<file path="src/sv/bvc_pkg.sv">
// ----------------------------------------------------------------------------
// bvc_pkg: shared types and constants for barometric compensation
// Payload structs, controller and multiplier states, word widths and the
// fixed constants of the compensation formulas.
// ----------------------------------------------------------------------------
package bvc_pkg;

    // sample and calibration widths
    localparam int RAW_W      = 20;
    localparam int ADC_BITS   = 20;
    localparam int CAL_W      = 48;
    localparam int CFG_IDX_W  = 2;
    localparam int VALUE_W    = 32;

    // mask on the raw sample, low ADC_BITS bits of the 20-bit field
    localparam logic [RAW_W-1:0] RAW_MASK = RAW_W'((64'd1 << ADC_BITS) - 64'd1);

    // calibration register indexes
    localparam logic [CFG_IDX_W-1:0] CFG_TEMP_CAL  = 2'd0;
    localparam logic [CFG_IDX_W-1:0] CFG_PRESS_A   = 2'd1;
    localparam logic [CFG_IDX_W-1:0] CFG_PRESS_B   = 2'd2;
    localparam logic [CFG_IDX_W-1:0] CFG_PRESS_C   = 2'd3;
    localparam int                   CFG_REGS      = 4;

    // shared multiplier geometry: 32x32 limb products
    localparam int MUL_LIMB_W  = 32;
    localparam int MUL_A_LIMBS = 5;
    localparam int MUL_B_LIMBS = 3;
    localparam int MUL_A_W     = MUL_LIMB_W * MUL_A_LIMBS;
    localparam int MUL_B_W     = MUL_LIMB_W * MUL_B_LIMBS;
    localparam int WIDE_W      = 192;
    localparam int MUL_SH_W    = WIDE_W + 2 * MUL_LIMB_W;

    // formula constants
    localparam int E_W        = 33;
    localparam int D_W        = 22;
    localparam int FT_W       = 32;
    localparam int FT_OFFSET  = 128000;
    localparam int M_SCALE    = 6250;
    localparam int DIV_BITS   = 33;
    localparam int DIV_CNT_W  = 6;

    typedef struct packed {
        logic             kind;
        logic [RAW_W-1:0] raw_sample;
    } in_item_t;

    typedef struct packed {
        logic                      result_kind;
        logic signed [VALUE_W-1:0] value;
        logic                      divide_error;
        logic                      saturated;
    } out_item_t;

    typedef enum logic [1:0] {
        MUL_IDLE,
        MUL_RUN,
        MUL_DRAIN,
        MUL_SIGN
    } mul_state_t;

    typedef enum logic [4:0] {
        ST_IDLE,
        ST_T_DD,
        ST_T_DDC3,
        ST_T_DC2,
        ST_T_SUM,
        ST_T_OUT,
        ST_P_EE,
        ST_P_EEP3,
        ST_P_EP2,
        ST_P_Q,
        ST_P_EEP6,
        ST_P_EP5,
        ST_P_M,
        ST_P_M6250,
        ST_P_B,
        ST_P_MB,
        ST_P_MBP8,
        ST_P_N1,
        ST_P_MM,
        ST_P_MMP9,
        ST_P_N2,
        ST_P_BB,
        ST_P_BBP7,
        ST_P_N3,
        ST_P_DIVSET,
        ST_P_DIVCHK,
        ST_P_DIV,
        ST_P_FIN,
        ST_EMIT
    } ctrl_state_t;

endpackage

</file>
<file path="src/sv/bvc_mul.sv">
// ----------------------------------------------------------------------------
// bvc_mul: shared signed multi-limb multiplier
// Multiplies magnitudes one 32x32 limb product per cycle, accumulates the
// registered partial products and applies the sign at the end.
// ----------------------------------------------------------------------------
module bvc_mul import bvc_pkg::*; (
    input  logic                      aclk,
    input  logic                      aresetn,
    input  logic                      start,
    input  logic signed [MUL_A_W-1:0] op_a,
    input  logic signed [MUL_B_W-1:0] op_b,
    output logic                      done,
    output logic signed [WIDE_W-1:0]  mul_prod
);

    mul_state_t state_reg, state_next;

    logic [MUL_A_W-1:0]      a_mag_reg;
    logic [MUL_B_W-1:0]      b_mag_reg;
    logic                    neg_reg;
    logic [2:0]              ia_reg;
    logic [1:0]              ib_reg;
    logic [2*MUL_LIMB_W-1:0] pp_reg;
    logic [2:0]              pk_reg;
    logic                    pp_vld_reg;
    logic [WIDE_W-1:0]       acc_reg;
    logic signed [WIDE_W-1:0] prod_reg;
    logic                    done_reg;

    logic                    last_a;
    logic                    last_b;
    logic [MUL_SH_W-1:0]     pp_shift;

    assign last_a   = (ia_reg == 3'(MUL_A_LIMBS - 1));
    assign last_b   = (ib_reg == 2'(MUL_B_LIMBS - 1));
    assign pp_shift = {{(MUL_SH_W - 2*MUL_LIMB_W){1'b0}}, pp_reg} << {pk_reg, 5'd0};

    // sequencer next state
    always_comb begin
        state_next = state_reg;
        case (state_reg)
            MUL_IDLE: begin
                if (start) begin
                    state_next = MUL_RUN;
                end
            end
            MUL_RUN: begin
                if (last_a && last_b) begin
                    state_next = MUL_DRAIN;
                end
            end
            MUL_DRAIN: state_next = MUL_SIGN;
            MUL_SIGN:  state_next = MUL_IDLE;
            default:   state_next = MUL_IDLE;
        endcase
    end

    always_ff @(posedge aclk) begin
        if (!aresetn) begin
            state_reg  <= MUL_IDLE;
            pp_vld_reg <= 1'b0;
            done_reg   <= 1'b0;
        end else begin
            state_reg  <= state_next;
            pp_vld_reg <= (state_reg == MUL_RUN);
            done_reg   <= (state_reg == MUL_SIGN);
        end
    end

    // operand magnitudes, limb products and accumulation
    always_ff @(posedge aclk) begin
        case (state_reg)
            MUL_IDLE: begin
                a_mag_reg <= op_a[MUL_A_W-1] ? MUL_A_W'(-op_a) : MUL_A_W'(op_a);
                b_mag_reg <= op_b[MUL_B_W-1] ? MUL_B_W'(-op_b) : MUL_B_W'(op_b);
                neg_reg   <= op_a[MUL_A_W-1] ^ op_b[MUL_B_W-1];
                ia_reg    <= '0;
                ib_reg    <= '0;
                acc_reg   <= '0;
            end
            MUL_RUN: begin
                pp_reg <= a_mag_reg[ia_reg*MUL_LIMB_W +: MUL_LIMB_W]
                        * b_mag_reg[ib_reg*MUL_LIMB_W +: MUL_LIMB_W];
                pk_reg <= ia_reg + 3'(ib_reg);
                if (last_b) begin
                    ib_reg <= '0;
                    ia_reg <= ia_reg + 3'd1;
                end else begin
                    ib_reg <= ib_reg + 2'd1;
                end
                if (pp_vld_reg) begin
                    acc_reg <= acc_reg + pp_shift[WIDE_W-1:0];
                end
            end
            MUL_DRAIN: begin
                acc_reg <= acc_reg + pp_shift[WIDE_W-1:0];
            end
            MUL_SIGN: begin
                prod_reg <= neg_reg ? $signed(-acc_reg) : $signed(acc_reg);
            end
            default: begin
                acc_reg <= acc_reg;
            end
        endcase
    end

    assign done     = done_reg;
    assign mul_prod = prod_reg;

endmodule

</file>
<file path="config.mk">
export PLATFORM = sky130hd
export DESIGN_NAME = bvc_mul
export DESIGN_NICKNAME = d
export VERILOG_FILES = /design/src/sv/bvc_pkg.sv /design/src/sv/bvc_mul.sv
export SDC_FILE = /design/constraint.sdc
export NUM_CORES = 2
export LEC_CHECK = 0
export BUFFER_PORTS_ARGS = -buffer_cell sky130_fd_sc_hd__buf_2
export CAP_MARGIN = 15
export CORE_ASPECT_RATIO = 1.2
export CORE_MARGIN = 2
export CORE_UTILIZATION = 45
export DETAILED_ROUTE_END_ITERATION = 8
export PLACE_DENSITY = 0.64
export SYNTH_ARGS = -nofsm -noshare
export SYNTH_HDL_FRONTEND = slang
export SYNTH_SLANG_ARGS = --single-unit
</file>
<file path="constraint.sdc">
create_clock -name aclk -period 14.6 [get_ports aclk]
set_clock_uncertainty 0.1 [all_clocks]
set_input_delay 2.92 -clock aclk [delete_from_list [all_inputs] [get_ports aclk]]
set_output_delay 2.92 -clock aclk [all_outputs]
set_load 0.02 [all_outputs]
</file>
==> run_results.csv <==
group,metric,value,unit
logic_synthesis,yosys_most_used_dff,"sky130_fd_sc_hd__edfxtp_1",
place,io_buffers,451,
global_route,number_of_global_route_vias_before_repair,71200,
global_route,globalRouteMet2Util,57.6,%
global_route,grt_use_met1,39.3,%
floorplanning,ioPinCount,452,
place,gp_routability_congestion,1.04,
clocking,num_clock_sinks,717,
critical_path,cp-end-kind,"flop",
route,routed_wire_length,324,mm
layout,fraction_of_final_layout_cells_sized_beyond_drive_strength_1,9.46,%
clocking,cts.repair.resized,0,
status,outcome,"finished, final reports clean",
place,hpwl,264,mm
logic_synthesis,asyncSetResetFlopFracSynth,0,%
floorplanning,die_width,394,µm
global_route,globalRoute.totalOverflow,0,
sta,headroom_to_the_max_slew_limit,16.0,%
route,postRouteAntennaNets,0,
critical_path,crit_path_frequent_cell,"sky130_fd_sc_hd__fa_1",
hold_path,worstHoldPathCells,0,
floorplanning,core_region_area,181000,µm²
flow_run,max_cap_viol_count,0,
logic_synthesis,postSynthAreaPerCell,9.08,µm²
critical_path,worst-endpoint-arrival,11.57,ns
logic_synthesis,post_synth_instance_area,82300,µm²
global_route,gr_usage_total,34.4,%
hold_path,min-delay-path-class,"flop to flop",
critical_path,timing.critical_path.slowest_cell_delay,0.88,ns
logic_synthesis,synth_fp_nets,10700,
clocking,tritoncts.num_buffers,81,
critical_path,crit-reg2reg-capture,"pp_reg[45]$_DFFE_PP_",
route,routed_via_density,5.95,
route,detailedRoute.firstIterationViolations,6191,
route,post_drt_wl_per_cell,27.5,µm
layout,num-nets-final,10900,
route,via_count,70200,
global_route,grt_max_degree,97,
logic_synthesis,post_synth_inst_count,9064,
critical_path,first_element_of_the_critical_path,"ia_reg[1]$_SDFFCE_PN0P_",
global_route,global_route_wire_length_before_repair,472,mm
global_route,gr-max-usage-layer,"met2",
logic_synthesis,sequential_area_share_after_synthesis,26.1,%
clocking,worst_skew_pair.late_latency,0.76,ns
layout,layout-area-overhead-vs-synth,9.48,%
clocking,postCtsSetupRepairBufs,0,
floorplanning,die_area,186000,µm²
sta,slew_viol_final,0,
logic_synthesis,edff_count_synth,713,
critical_path,crit_slowest_cell,"sky130_fd_sc_hd__o21a_1",
clocking,cts-htree-levels,3,
clocking,clock_tree_from_tritoncts,"built",
sta,max_freq,0.0891,GHz
route,drtPass1Iterations,9,
critical_path,timing.rr.start,"ia_reg[1]$_SDFFCE_PN0P_",
clocking,clock_tree.buffer_depth,3,
route,drt_drc_violations_left,0,
sta,final_clock_period_utilization_by_the_worst_path,76.9,%
sta,setup_total_negative_slack,0,ns
floorplanning,initial_core_utilization,45.4,%
logic_synthesis,ys_warns,0,
global_route,grt_antenna_before_repair,29,
sta,rsz0062_at_grt,"false",
hold_path,timing.hold.worst.start,"acc_reg[0]$_SDFFCE_PN0P_",
global_route,grt_use_met3,6.43,%
critical_path,reg2reg_setup_slack,3.37,ns
clocking,cts_hold_repair_buffers,0,
logic_synthesis,netlist-cell-type-count,90,
logic_synthesis,synth-seq-cells,717,
sta,total_of_endpoints_with_negative_setup_slack_in_the_final_report,0,
critical_path,required,14.94,ns
critical_path,critPathLaunchType,"flop",
critical_path,timing_worst_setup_path_type,"flop to flop",
floorplanning,chipHeight,472,µm
sta,hold_violations,0,
critical_path,worstRegToRegCells,32,
sta,period_needed,11.23,ns
critical_path,critPathMaxFanout,41,
hold_path,hold_path_end,"mul_prod[0]$_DFFE_PP_",
clocking,cts_root_buf,"sky130_fd_sc_hd__clkbuf_16",
floorplanning,fp-row-count,171,
clocking,clkTransAtPathRegs,0.06,ns
sta,slew_at_the_pin_closest_to_its_max_slew_limit,1.26,ns
-- how the worst max path moves through the flow --
stage                               endpoint  slack [ns]  cells past startpoint
detailed placement      pp_reg[45]$_DFFE_PP_        3.44                     32
CTS                     pp_reg[45]$_DFFE_PP_        3.40                     32
global route            pp_reg[62]$_DFFE_PP_        2.86                     34
finish                  pp_reg[45]$_DFFE_PP_        3.37                     32
floorplan           acc_reg[0]$_SDFFCE_PN0P_        2.79                      3
global placement        pp_reg[45]$_DFFE_PP_        3.57                     32
-- stage by stage --
step,std cells,util (%),cell area [µm²],setup slack (ns),hold WS (ns)
floorplan,9064,-,82300,2.79,0.374
global placement,11600,48.1,87200,3.57,0.459
detailed placement,11600,48.1,87200,3.44,0.453
CTS,11800,49.6,90000,3.40,0.493
global route,11800,49.6,90100,2.86,0.509
finish,11800,49.7,90100,3.37,0.492
-- layer usage --
layer / vias to the layer above / wire [µm] / share of wire (%)
met5: - / 154 / 0.047
met4: 22 / 29000 / 8.9
met3: 1008 / 25800 / 7.9
met2: 3559 / 153000 / 47
met1: 34500 / 116000 / 36
li1: 31100 / - / -
-- cells by family after synthesis --
| family | count (synthesis) | synth area share (%) |
|---|---|---|
| mux | 140 | 1.77 |
| flops | 717 | 26.1 |
| xor+xnor | 669 | 7.12 |
| buf+inv | 1465 | 6.69 |
| simple gates | 3086 | 16.9 |
| compound gates | 1623 | 12.5 |
| fa+ha+maj | 1364 | 28.9 |
-- Yosys cell counts (32+ instances only) --
| library cell | instances | share of area, % |
|---|---|---|
| sky130_fd_sc_hd__a21o_1 | 164 | 1.5 |
| sky130_fd_sc_hd__a21oi_1 | 455 | 2.8 |
| sky130_fd_sc_hd__a22o_1 | 32 | 0.34 |
| sky130_fd_sc_hd__a22oi_1 | 33 | 0.30 |
| sky130_fd_sc_hd__a31oi_1 | 35 | 0.27 |
| sky130_fd_sc_hd__and2_1 | 59 | 0.45 |
| sky130_fd_sc_hd__clkbuf_1 | 416 | 1.9 |
| sky130_fd_sc_hd__edfxtp_1 | 713 | 26 |
| sky130_fd_sc_hd__fa_1 | 898 | 22 |
| sky130_fd_sc_hd__ha_1 | 466 | 7.1 |
| sky130_fd_sc_hd__inv_1 | 1022 | 4.7 |
| sky130_fd_sc_hd__mux2_2 | 33 | 0.45 |
| sky130_fd_sc_hd__mux2i_1 | 106 | 1.3 |
| sky130_fd_sc_hd__nand2_1 | 918 | 4.2 |
| sky130_fd_sc_hd__nand2b_1 | 93 | 0.71 |
| sky130_fd_sc_hd__nand3_1 | 90 | 0.55 |
| sky130_fd_sc_hd__nand4_1 | 147 | 1.1 |
| sky130_fd_sc_hd__nor2_1 | 1249 | 5.7 |
| sky130_fd_sc_hd__nor3_1 | 146 | 0.89 |
| sky130_fd_sc_hd__nor4_1 | 68 | 0.52 |
| sky130_fd_sc_hd__o21a_1 | 73 | 0.67 |
| sky130_fd_sc_hd__o21ai_0 | 384 | 2.3 |
| sky130_fd_sc_hd__o21bai_1 | 74 | 0.67 |
| sky130_fd_sc_hd__o31ai_1 | 120 | 1.1 |
| sky130_fd_sc_hd__o41ai_1 | 78 | 0.83 |
| sky130_fd_sc_hd__or2_2 | 51 | 0.39 |
| sky130_fd_sc_hd__or3_1 | 91 | 0.69 |
| sky130_fd_sc_hd__or4_1 | 76 | 0.69 |
| sky130_fd_sc_hd__xnor2_1 | 541 | 5.8 |
| sky130_fd_sc_hd__xor2_1 | 128 | 1.4 |
-- critical path: cells and delay by family (launching register included) --
kind / cells / cell delay [ns]
XOR/XNOR: 1 / 0.08
multiplexers: 1 / 0.58
flip-flops: 1 / 0.36
adder cells (fa/ha/maj): 9 / 4.50
AO/OA/AOI/OAI: 12 / 4.03
buffers and inverters: 5 / 0.78
AND/OR/NAND/NOR: 4 / 0.42
-- final cells by class --
cell class                 instances  area (µm²)
antenna                           23        57.6
clock buffer                      89        2060
clock inverter                    57         712
fill                           17300       91300
inverter                        1023        3840
multi-input combinational       6882       55500
sequential                       717       21500
tap                             2422        3030
timing repair buffer             595        3370
-- cell usage in the layout (no fill, tap or decap), types with 81 or more instances in the layout --
cell type,netlist,routed
sky130_fd_sc_hd__a21o_1,164,164
sky130_fd_sc_hd__a21oi_1,455,438
sky130_fd_sc_hd__buf_2,3,450
sky130_fd_sc_hd__buf_4,0,143
sky130_fd_sc_hd__clkbuf_16,0,81
sky130_fd_sc_hd__edfxtp_1,713,713
sky130_fd_sc_hd__fa_1,898,898
sky130_fd_sc_hd__ha_1,466,463
sky130_fd_sc_hd__inv_1,1022,1022
sky130_fd_sc_hd__mux2i_1,106,106
sky130_fd_sc_hd__nand2_1,918,918
sky130_fd_sc_hd__nand2b_1,93,93
sky130_fd_sc_hd__nand3_1,90,90
sky130_fd_sc_hd__nand4_1,147,147
sky130_fd_sc_hd__nor2_1,1249,1245
sky130_fd_sc_hd__nor3_1,146,145
sky130_fd_sc_hd__o21ai_0,384,374
sky130_fd_sc_hd__o31ai_1,120,120
sky130_fd_sc_hd__or3_1,91,91
sky130_fd_sc_hd__xnor2_1,541,541
sky130_fd_sc_hd__xor2_1,128,128
Power is not shown: default switching activity piles up to over one toggle a cycle in this logic, so the estimate is an artifact.
